==> src/hdl/iqonc_pkg.sv <==
// ----------------------------------------------------------------------------
// IQ offset nulling calibrator package
// Shared command codes, search constants and the structs that feed the result
// emitter from the sequencer and the configuration registers.
// ----------------------------------------------------------------------------
package iqonc_pkg;

  // Frequency points and register file
  localparam int unsigned NumPoints = 5;
  localparam int unsigned PllW      = 24;
  localparam int unsigned AmpW      = 4;
  localparam int unsigned CodeW     = 16;
  localparam int unsigned MeanW     = 16;
  localparam int unsigned PointW    = 3;
  localparam int unsigned CmdW      = 3;
  localparam int unsigned ValW      = 24;
  localparam int unsigned IdxW      = 3;
  localparam int unsigned MeanAddrW = 4;

  // Configuration register indexes
  localparam logic [IdxW-1:0] REG_PGA_AMP = 3'd0;
  localparam logic [IdxW-1:0] REG_PLL_0   = 3'd1;
  localparam logic [IdxW-1:0] REG_PLL_1   = 3'd2;
  localparam logic [IdxW-1:0] REG_PLL_2   = 3'd3;
  localparam logic [IdxW-1:0] REG_PLL_3   = 3'd4;
  localparam logic [IdxW-1:0] REG_PLL_4   = 3'd5;

  // PLL reset words
  localparam logic [PllW-1:0] PLL_RST_0 = 24'd10241;
  localparam logic [PllW-1:0] PLL_RST_1 = 24'd10321;
  localparam logic [PllW-1:0] PLL_RST_2 = 24'd10529;
  localparam logic [PllW-1:0] PLL_RST_3 = 24'd10609;
  localparam logic [PllW-1:0] PLL_RST_4 = 24'd10817;

  // Input operation codes
  localparam logic OP_START   = 1'b0;
  localparam logic OP_READING = 1'b1;

  // Output command codes
  localparam logic [CmdW-1:0] CMD_PLL = 3'd0;
  localparam logic [CmdW-1:0] CMD_DAC = 3'd1;
  localparam logic [CmdW-1:0] CMD_PGA = 3'd2;
  localparam logic [CmdW-1:0] CMD_REQ = 3'd3;
  localparam logic [CmdW-1:0] CMD_RPT = 3'd4;

  // Search constants
  localparam logic [MeanW-1:0] MIDSCALE    = 16'h8000;
  localparam logic [CodeW-1:0] COARSE_STEP = 16'h0100;
  localparam logic [CodeW-1:0] FINE_STEP   = 16'h0010;
  localparam logic [CodeW-1:0] LIMIT_I     = 16'h0FFF;
  localparam logic [CodeW-1:0] LIMIT_Q     = 16'h1FFF;
  localparam logic [CodeW-1:0] START_I     = 16'h0000;
  localparam logic [CodeW-1:0] START_Q     = 16'h1000;
  localparam logic [7:0]       PGA_TAG     = 8'h2A;
  localparam logic [7:0]       PT_TAG      = 8'hF0;
  localparam logic [7:0]       SYNC_BYTE   = 8'hFF;

  // Burst layout: last byte position of each kind (per point for a report)
  localparam logic [2:0] BEGIN_LAST  = 3'd4;
  localparam logic [2:0] PAIR_LAST   = 3'd1;
  localparam logic [2:0] RPT_LAST    = 3'd6;
  localparam logic [PointW-1:0] LAST_POINT = 3'd4;

  typedef enum logic [1:0] {
    BK_BEGIN,
    BK_STEP,
    BK_SWITCH,
    BK_REPORT
  } burst_kind_e;

  typedef struct packed {
    burst_kind_e       kind;
    logic [PointW-1:0] point;
    logic [CodeW-1:0]  code;
  } burst_t;

  typedef struct packed {
    logic                 en;
    logic [MeanAddrW-1:0] addr;
    logic [MeanW-1:0]     data;
  } mean_wr_t;

  typedef struct packed {
    logic [AmpW-1:0]                 pga_amp;
    logic [NumPoints-1:0][PllW-1:0]  pll_word;
  } cfg_t;

endpackage

==> src/hdl/iq_offset_null_calibrator.sv <==
// ----------------------------------------------------------------------------
// IQ offset nulling calibrator
// Five-point I/Q offset search: PLL, DAC, PGA and ADC request commands and a
// final 35-byte report.
// ----------------------------------------------------------------------------
// Throughput: one result per cycle while out_ready_i is high; an item holds the
// emitter for the length of its burst (0, 2, 5 or 35 results), and one further
// item waits in the input register meanwhile.
// Reset: asynchronous, active low; clears control state, loads register defaults.
module iq_offset_null_calibrator (
  input  logic                          clk_i,
  input  logic                          rst_ni,
  input  logic                          cfg_we_i,
  input  logic [iqonc_pkg::IdxW-1:0]    cfg_idx_i,
  input  logic [iqonc_pkg::PllW-1:0]    cfg_wdata_i,
  input  logic                          in_valid_i,
  output logic                          in_ready_o,
  input  logic                          operation_i,
  input  logic [iqonc_pkg::MeanW-1:0]   adc_mean_i,
  output logic                          out_valid_o,
  input  logic                          out_ready_i,
  output logic [iqonc_pkg::CmdW-1:0]    command_o,
  output logic [iqonc_pkg::ValW-1:0]    value_o,
  output logic                          last_o
);

  iqonc_pkg::cfg_t      cfg_q;
  iqonc_pkg::burst_t    burst;
  iqonc_pkg::mean_wr_t  mean_wr;
  logic                 load;
  logic                 emit_ready;

  // Configuration registers
  always_ff @(posedge clk_i or negedge rst_ni) begin
    if (!rst_ni) begin
      cfg_q.pga_amp     <= '0;
      cfg_q.pll_word[0] <= iqonc_pkg::PLL_RST_0;
      cfg_q.pll_word[1] <= iqonc_pkg::PLL_RST_1;
      cfg_q.pll_word[2] <= iqonc_pkg::PLL_RST_2;
      cfg_q.pll_word[3] <= iqonc_pkg::PLL_RST_3;
      cfg_q.pll_word[4] <= iqonc_pkg::PLL_RST_4;
    end else if (cfg_we_i) begin
      case (cfg_idx_i)
        iqonc_pkg::REG_PGA_AMP: cfg_q.pga_amp     <= cfg_wdata_i[iqonc_pkg::AmpW-1:0];
        iqonc_pkg::REG_PLL_0:   cfg_q.pll_word[0] <= cfg_wdata_i;
        iqonc_pkg::REG_PLL_1:   cfg_q.pll_word[1] <= cfg_wdata_i;
        iqonc_pkg::REG_PLL_2:   cfg_q.pll_word[2] <= cfg_wdata_i;
        iqonc_pkg::REG_PLL_3:   cfg_q.pll_word[3] <= cfg_wdata_i;
        iqonc_pkg::REG_PLL_4:   cfg_q.pll_word[4] <= cfg_wdata_i;
        default: ;
      endcase
    end
  end

  iqonc_ctrl u_ctrl (
    .clk_i        (clk_i),
    .rst_ni       (rst_ni),
    .in_valid_i   (in_valid_i),
    .in_ready_o   (in_ready_o),
    .operation_i  (operation_i),
    .adc_mean_i   (adc_mean_i),
    .emit_ready_i (emit_ready),
    .load_o       (load),
    .burst_o      (burst),
    .mean_wr_o    (mean_wr)
  );

  iqonc_emit u_emit (
    .clk_i        (clk_i),
    .rst_ni       (rst_ni),
    .cfg_i        (cfg_q),
    .mean_wr_i    (mean_wr),
    .load_i       (load),
    .burst_i      (burst),
    .emit_ready_o (emit_ready),
    .out_valid_o  (out_valid_o),
    .out_ready_i  (out_ready_i),
    .command_o    (command_o),
    .value_o      (value_o),
    .last_o       (last_o)
  );

endmodule

==> src/hdl/iqonc_ctrl.sv <==
// ----------------------------------------------------------------------------
// IQ offset nulling sequencer
// Holds one input item and the search state, steps the DAC code search and
// hands a burst descriptor to the emitter.
// ----------------------------------------------------------------------------
module iqonc_ctrl (
  input  logic                          clk_i,
  input  logic                          rst_ni,
  input  logic                          in_valid_i,
  output logic                          in_ready_o,
  input  logic                          operation_i,
  input  logic [iqonc_pkg::MeanW-1:0]   adc_mean_i,
  input  logic                          emit_ready_i,
  output logic                          load_o,
  output iqonc_pkg::burst_t             burst_o,
  output iqonc_pkg::mean_wr_t           mean_wr_o
);

  logic                             item_valid_q;
  logic                             op_q;
  logic [iqonc_pkg::MeanW-1:0]      mean_q;
  logic                             busy_q, busy_d;
  logic [iqonc_pkg::PointW-1:0]     point_q, point_d;
  logic                             chq_q, chq_d;
  logic                             fine_q, fine_d;
  logic [iqonc_pkg::CodeW-1:0]      code_q, code_d;

  logic                             has_burst;
  logic                             fire;
  logic [iqonc_pkg::CodeW-1:0]      limit;
  logic                             below_limit;
  logic                             coarse_ok;
  logic                             fine_ok;

  // Search decisions for a reading
  assign limit       = chq_q ? iqonc_pkg::LIMIT_Q : iqonc_pkg::LIMIT_I;
  assign below_limit = code_q < limit;
  assign coarse_ok   = !fine_q && (mean_q <= iqonc_pkg::MIDSCALE) && below_limit;
  assign fine_ok     = !coarse_ok && (mean_q >= iqonc_pkg::MIDSCALE) && below_limit;

  assign has_burst  = (op_q == iqonc_pkg::OP_START) || busy_q;
  assign fire       = item_valid_q && (!has_burst || emit_ready_i);
  assign in_ready_o = !item_valid_q || fire;
  assign load_o     = fire && has_burst;

  // Next state and burst descriptor
  always_comb begin
    busy_d          = busy_q;
    point_d         = point_q;
    chq_d           = chq_q;
    fine_d          = fine_q;
    code_d          = code_q;
    burst_o.kind    = iqonc_pkg::BK_BEGIN;
    burst_o.point   = '0;
    burst_o.code    = '0;
    mean_wr_o.en    = 1'b0;
    mean_wr_o.addr  = {point_q, chq_q};
    mean_wr_o.data  = mean_q;
    if (op_q == iqonc_pkg::OP_START) begin
      busy_d  = 1'b1;
      point_d = '0;
      chq_d   = 1'b0;
      fine_d  = 1'b0;
      code_d  = iqonc_pkg::START_I;
    end else if (busy_q) begin
      if (coarse_ok || fine_ok) begin
        fine_d       = fine_q || !coarse_ok;
        code_d       = coarse_ok ? code_q + iqonc_pkg::COARSE_STEP
                                 : code_q - iqonc_pkg::FINE_STEP;
        burst_o.kind = iqonc_pkg::BK_STEP;
        burst_o.code = code_d;
      end else if (!chq_q) begin
        mean_wr_o.en = 1'b1;
        chq_d        = 1'b1;
        fine_d       = 1'b0;
        code_d       = iqonc_pkg::START_Q;
        burst_o.kind = iqonc_pkg::BK_SWITCH;
      end else begin
        mean_wr_o.en = 1'b1;
        chq_d        = 1'b0;
        fine_d       = 1'b0;
        if (point_q != iqonc_pkg::LAST_POINT) begin
          point_d       = point_q + 3'd1;
          code_d        = iqonc_pkg::START_I;
          burst_o.kind  = iqonc_pkg::BK_BEGIN;
          burst_o.point = point_d;
        end else begin
          busy_d       = 1'b0;
          point_d      = '0;
          burst_o.kind = iqonc_pkg::BK_REPORT;
        end
      end
    end
    mean_wr_o.en = mean_wr_o.en && fire;
  end

  // Hold the input item until the emitter can take its burst
  always_ff @(posedge clk_i or negedge rst_ni) begin
    if (!rst_ni) begin
      item_valid_q <= 1'b0;
    end else if (in_ready_o) begin
      item_valid_q <= in_valid_i;
    end
  end

  always_ff @(posedge clk_i) begin
    if (in_valid_i && in_ready_o) begin
      op_q   <= operation_i;
      mean_q <= adc_mean_i;
    end
  end

  // Advance search state when the item is consumed
  always_ff @(posedge clk_i or negedge rst_ni) begin
    if (!rst_ni) begin
      busy_q  <= 1'b0;
      point_q <= '0;
      chq_q   <= 1'b0;
      fine_q  <= 1'b0;
      code_q  <= '0;
    end else if (fire) begin
      busy_q  <= busy_d;
      point_q <= point_d;
      chq_q   <= chq_d;
      fine_q  <= fine_d;
      code_q  <= code_d;
    end
  end

endmodule

==> src/hdl/iqonc_emit.sv <==
// ----------------------------------------------------------------------------
// IQ offset nulling result emitter
// Keeps the final channel means and walks one burst of commands or report
// bytes, one transfer per cycle while out_ready_i is high.
// ----------------------------------------------------------------------------
module iqonc_emit (
  input  logic                          clk_i,
  input  logic                          rst_ni,
  input  iqonc_pkg::cfg_t               cfg_i,
  input  iqonc_pkg::mean_wr_t           mean_wr_i,
  input  logic                          load_i,
  input  iqonc_pkg::burst_t             burst_i,
  output logic                          emit_ready_o,
  output logic                          out_valid_o,
  input  logic                          out_ready_i,
  output logic [iqonc_pkg::CmdW-1:0]    command_o,
  output logic [iqonc_pkg::ValW-1:0]    value_o,
  output logic                          last_o
);

  logic [iqonc_pkg::MeanW-1:0]      means_q [10];
  logic                             active_q;
  iqonc_pkg::burst_kind_e           kind_q;
  logic [iqonc_pkg::PointW-1:0]     point_q;
  logic [iqonc_pkg::CodeW-1:0]      code_q;
  logic [2:0]                       byte_q;

  logic                             out_fire;
  logic [iqonc_pkg::MeanAddrW-1:0]  rd_addr;
  logic [iqonc_pkg::MeanW-1:0]      rd_mean;
  logic [iqonc_pkg::ValW-1:0]       pga_i_word;
  logic [iqonc_pkg::ValW-1:0]       pga_q_word;
  logic [7:0]                       rpt_byte;

  // Store final means
  always_ff @(posedge clk_i) begin
    if (mean_wr_i.en) begin
      means_q[mean_wr_i.addr] <= mean_wr_i.data;
    end
  end

  // Report byte: I mean in bytes two and three, Q mean in four and five
  assign rd_addr = {point_q, (byte_q >= 3'd4)};
  assign rd_mean = means_q[rd_addr];

  always_comb begin
    case (byte_q)
      3'd2, 3'd4: rpt_byte = rd_mean[15:8];
      3'd3, 3'd5: rpt_byte = rd_mean[7:0];
      3'd6:       rpt_byte = iqonc_pkg::PT_TAG + {5'd0, point_q};
      default:    rpt_byte = iqonc_pkg::SYNC_BYTE;
    endcase
  end

  assign pga_i_word = {8'd0, iqonc_pkg::PGA_TAG, cfg_i.pga_amp, 4'd1};
  assign pga_q_word = {8'd0, iqonc_pkg::PGA_TAG, cfg_i.pga_amp, 4'd0};

  // Select command, value and end of burst
  always_comb begin
    command_o = iqonc_pkg::CMD_REQ;
    value_o   = '0;
    last_o    = 1'b0;
    case (kind_q)
      iqonc_pkg::BK_BEGIN: begin
        last_o = byte_q == iqonc_pkg::BEGIN_LAST;
        case (byte_q)
          3'd0: begin
            command_o = iqonc_pkg::CMD_PLL;
            value_o   = cfg_i.pll_word[point_q];
          end
          3'd1: begin
            command_o = iqonc_pkg::CMD_DAC;
            value_o   = {8'd0, iqonc_pkg::START_I};
          end
          3'd2: begin
            command_o = iqonc_pkg::CMD_DAC;
            value_o   = {8'd0, iqonc_pkg::START_Q};
          end
          3'd3: begin
            command_o = iqonc_pkg::CMD_PGA;
            value_o   = pga_i_word;
          end
          default: begin
            command_o = iqonc_pkg::CMD_REQ;
          end
        endcase
      end
      iqonc_pkg::BK_STEP: begin
        last_o = byte_q == iqonc_pkg::PAIR_LAST;
        if (byte_q == 3'd0) begin
          command_o = iqonc_pkg::CMD_DAC;
          value_o   = {8'd0, code_q};
        end
      end
      iqonc_pkg::BK_SWITCH: begin
        last_o = byte_q == iqonc_pkg::PAIR_LAST;
        if (byte_q == 3'd0) begin
          command_o = iqonc_pkg::CMD_PGA;
          value_o   = pga_q_word;
        end
      end
      default: begin
        last_o    = (point_q == iqonc_pkg::LAST_POINT) && (byte_q == iqonc_pkg::RPT_LAST);
        command_o = iqonc_pkg::CMD_RPT;
        value_o   = {16'd0, rpt_byte};
      end
    endcase
  end

  assign out_valid_o  = active_q;
  assign out_fire     = active_q && out_ready_i;
  assign emit_ready_o = !active_q || (out_fire && last_o);

  // Load a burst or advance through it
  always_ff @(posedge clk_i or negedge rst_ni) begin
    if (!rst_ni) begin
      active_q <= 1'b0;
      kind_q   <= iqonc_pkg::BK_BEGIN;
      point_q  <= '0;
      byte_q   <= '0;
    end else if (load_i) begin
      active_q <= 1'b1;
      kind_q   <= burst_i.kind;
      point_q  <= burst_i.point;
      byte_q   <= '0;
    end else if (out_fire) begin
      if (last_o) begin
        active_q <= 1'b0;
      end else if ((kind_q == iqonc_pkg::BK_REPORT) && (byte_q == iqonc_pkg::RPT_LAST)) begin
        byte_q  <= '0;
        point_q <= point_q + 3'd1;
      end else begin
        byte_q <= byte_q + 3'd1;
      end
    end
  end

  always_ff @(posedge clk_i) begin
    if (load_i) begin
      code_q <= burst_i.code;
    end
  end

endmodule

==> config.mk <==
export PLATFORM = sky130hd
export DESIGN_NAME = iq_offset_null_calibrator
export DESIGN_NICKNAME = d
export VERILOG_FILES = /design/src/hdl/iqonc_pkg.sv /design/src/hdl/iq_offset_null_calibrator.sv /design/src/hdl/iqonc_ctrl.sv /design/src/hdl/iqonc_emit.sv
export SDC_FILE = /design/constraint.sdc
export NUM_CORES = 1
export LEC_CHECK = 0
export BUFFER_PORTS_ARGS = -buffer_cell sky130_fd_sc_hd__buf_2
export CAP_MARGIN = 0
export CORE_AREA = 2 2 169 171
export DETAILED_ROUTE_END_ITERATION = 8
export DIE_AREA = 0 0 171 173
export MAX_ROUTING_LAYER = met4
export PLACE_DENSITY_LB_ADDON = 0.3
export SLEW_MARGIN = 10
export SYNTH_ARGS = -nofsm -noshare
export SYNTH_HDL_FRONTEND = slang
export SYNTH_HIERARCHICAL = 1
export SYNTH_SLANG_ARGS = --single-unit
export TNS_END_PERCENT = 100
==> constraint.sdc <==
create_clock -name clk_i -period 12.6 [get_ports clk_i]
set_clock_uncertainty 0.15 [all_clocks]
set_input_delay 1.26 -clock clk_i [delete_from_list [all_inputs] [get_ports clk_i]]
set_output_delay 1.26 -clock clk_i [all_outputs]
set_load 0.01 [all_outputs]
==> impl_summary.md <==
Floorplan
For this configuration, the core starts out at a cell density of 56.6%. The area of the die is 29,600 um^2. The horizontal extent of the die is 171 um. After floorplanning, the core was divided into 61 placement rows. From bottom edge to top edge, the die measures 173 um. The count of boundary I/O pins is 79.

The core region is 27,600 um^2.

Global routing
The global-route wire length before repair is 54.8 mm. Global routing consumed, on the met1 layer, 34.0% of the routing resources. The all-layer global routing usage is 24.8%. In this run the most used layer during global routing was met2. The number of global-route vias before repair came to 9,669. The number of antenna violations at the first check in global routing was 1. Summed over all layers, the global routing overflow is 0.

The met3 routing resource usage after global routing is 4.21%. In the global route stage, met2 resource usage came out at 38.0%. The maximum number of pins on one net before global-route repair is 111.

Yosys
The biggest area contributor in the post-synthesis netlist is edfxtp_1. The synthesized design contains 345 register bits. After synthesis, the share of flip-flops with an asynchronous set or reset is 44.1%. The number of warning messages in the yosys log is 6. By count the netlist is led by 193 x edfxtp_1, 127 x dfrtp_1, 86 x mux2_2.

In the post-synthesis netlist, the biggest area contributors are edfxtp_1 37%, dfrtp_1 20%, mux4_2 6.9%. The area share of the largest cell type after synthesis is 37.1%. The synthesized netlist contains 87 unique library cells. The average instance in the mapped netlist occupies 14.8 um^2. The synthesized cell area is 15,600 um^2. In the post-synthesis netlist, the cell with the most instances is edfxtp_1. Sequential cells were found to cover 61.6% of the synthesized design area.

The count of flip-flops with a built-in enable after synthesis is 193. The most used flip-flop cell after synthesis is edfxtp_1. The instance count of the mapped netlist is 1,056.

Place
At the end of routability-driven placement, the weighted congestion stood at 0.867. The pre-CTS setup slack is 8.23 ns. After legalization and detailed placement, the total HPWL measured 21.7 mm.

The count of input and output buffers is 78.

Clock tree
The number of hold buffers added after cts is 0. The clock latency at the later pin of the worst-skew pair is 0.52 ns. The clock drives 345 sinks. The clock buffer count from CTS is 38. The post-CTS clock slew at the launch and capture registers of the worst setup and hold paths is 0.06 ns. TritonCTS built the clock tree. The clock passes through at most 3 buffers.

The H-tree generated during clock tree synthesis spans 2 levels. The cell chosen for the clock root is clkbuf_16. After clock tree synthesis, the setup repair step added 0 buffers. The count of instances resized after the clock tree is built is 0.

Final layout
The net count reported at finish is 1,200. The area overhead of the layout relative to synthesis is 11.8%. The layout has 2,065 filler cells.

The share of layout cells above drive strength 1 is 31.2%.

Worst setup path
The combined buffer and inverter count along the critical path is 1. The largest stage delay on the critical path is 0.98 ns. The largest delay contributor family on the critical path is flip-flops. STA classifies the critical path endpoint as a primary output. The arrival time at the worst endpoint is 3.54 ns. The largest individual stage delay along the critical path comes from the cell dfrtp_2. The worst setup path is of the flop to primary output kind.

The signal on the critical path passes through mux2i_1 -> nor2_1 -> a221oi_1 -> a21oi_1 -> buf_2. The setup check on the worst reg-to-reg path leaves a slack of 8.32 ns. The worst setup path is launched from a flop. The required time of the critical path is 11.19 ns. The largest fanout on the critical path is 35.

Power
The post-layout total power is 3.62 mW. The static leakage is 6.58 nW. VDD sags by at most 144 uV. Power spread over the standard cell area amounts to 207 nW/um^2.

Drt
The DRC violation count after routing is 0. The number of antenna-violating nets in the routed design is 0. The routed via count is 9,593. Dividing the detail-routed wire length by the instance count gives 22.7 um. The detailed-routing iteration count for the pre-antenna-repair pass is 6. After detailed routing, the number of vias per cell comes to 6.23. For this block, the initial DRC count from the detailed router was 956. For this block, the routed nets add up to 35.0 mm of wire.

Timing
Based on the critical path, the design can be clocked at up to 202 MHz. Setup total negative slack on the finished layout was measured at 0 ns. The smallest clock period supported by the final layout is computed as 4.95 ns. The post-route fraction of the period consumed by the critical path is 39.3%. The number of endpoints with negative hold slack in the final report is 0. The max-slew violation total from the final report is 0. The final count of negative-setup-slack endpoints is 0. Setup repair after global routing left no endpoint under its margin.

In this run the tightest slew margin relative to its limit is 14.3%. For the pin with the worst max-slew slack, the measured transition is 1.28 ns. The final worst-path setup slack is 7.65 ns.

Run
The tool flagged a number of max-cap violations equal to 0.

Outcome
The flow ran to the end, and the final reports show no timing, DRC or antenna violations.

Min path
The kind of path behind the tightest hold check is flop to flop.
logic make-up (layout without fill, tap and decap cells):
logic type / after synthesis / count (layout) / synth area share [%]
muxes: 195 / 195 / 18.0
other: 1 / 5 / 0.0240
xor gates and xnor gates: 7 / 7 / 0.392
and+or+nand+nor: 215 / 215 / 7.03
AOI/OAI and AO/OA: 190 / 190 / 8.51
buffers and inverters: 86 / 188 / 3.13
adders and majority gates: 17 / 17 / 1.36
DFF: 345 / 345 / 61.6
flip-flops by register name, summed over array words and instances, names as in the netlist, 3 cells and up:
name / flops
u_ctrl/mean_q: 16
u_ctrl/code_q: 12
u_emit/point_q: 3
u_ctrl/point_q: 3
u_emit/byte_q: 3
u_emit/means_q: 160
u_emit/code_q: 16
cfg_q: 124
through the flow:
step	utilization [%]	std cells	hold WS, ns	instance area (um^2)
2_1_floorplan	-	1059	0.303	15600
3_3_place_gp	59.0	1472	0.314	16300
3_5_place_dp	59.0	1472	0.323	16300
4_1_cts	63.3	1539	0.335	17500
5_1_grt	63.3	1540	0.348	17500
6_report	63.3	1540	0.332	17500
worst paths after layout:
kind                                  startpoint                    to  depth (start not counted)
max in group asynchronous                 rst_ni             cfg_q[30]                          2
worst max register to register  u_emit/byte_q[2]  u_emit/means_q[2][6]                          9
min in group asynchronous                 rst_ni             cfg_q[41]                          1
worst min register to register         cfg_q[19]             cfg_q[19]                          1
worst max-delay path            u_emit/byte_q[2]            value_o[4]                          5
worst min-delay path                   cfg_q[19]             cfg_q[19]                          1
power by group:
group | total, mW | internal (mW) | switching [mW]
sequential | 1.56 | 1.40 | 0.158
clock | 1.03 | 0.601 | 0.428
combinational | 1.03 | 0.429 | 0.603
total | 3.62 | 2.43 | 1.19
cell type report:
| type | count | area (um^2) | share of cell area (%) |
|---|---|---|---|
| Multi-Input combinational cell | 628 | 5580 | 31.9 |
| Timing Repair Buffer | 97 | 539 | 3.09 |
| Antenna cell | 1 | 2.50 | 0.0143 |
| Sequential cell | 345 | 9640 | 55.1 |
| Tap cell | 378 | 473 | 2.71 |
| Clock buffer | 55 | 1090 | 6.22 |
| Clock inverter | 12 | 73.8 | 0.422 |
| Inverter | 24 | 90.1 | 0.515 |
per-layer routing:
layer / up-vias / wire [um] / share of wire (%)
met5: - / 0 / 0
met4: 0 / 1090 / 3.1
met3: 79 / 2220 / 6.3
met2: 373 / 16800 / 48
met1: 4925 / 14900 / 43
li1: 4216 / - / -
worst reg2reg max path, cell delays in order, from the launching register on:
cell	delay, ns
dfrtp_2	0.98
buf_4	0.59
and3_1	0.38
a21o_1	0.21
a21bo_2	0.18
nand4_1	0.22
nor2_1	0.25
or3b_2	0.52
nor2_1	0.14
buf_4	0.30
cell usage in the layout, fill, tap and decap left out, types with 6 or more instances in the layout:
cell	instances
nor2_1	61
a22oi_1	25
dfrtp_1	124
clkbuf_16	40
xnor2_1	6
mux4_2	48
nand3_1	16
inv_1	23
a22o_1	8
buf_4	19
nand2_1	65
a21o_1	6
nand2b_1	8
mux2_2	86
or4_1	6
clkbuf_1	12
edfxtp_1	193
nor3_1	11
mux2_4	20
a21oi_1	36
clkinv_2	7
dfstp_2	25
mux2_1	21
a221oi_1	13
o21ai_0	39
ha_1	17
mux2i_1	18
o22ai_1	6
buf_2	77
a31oi_1	8
No activity file was read; power rests on OpenSTA's default activity.
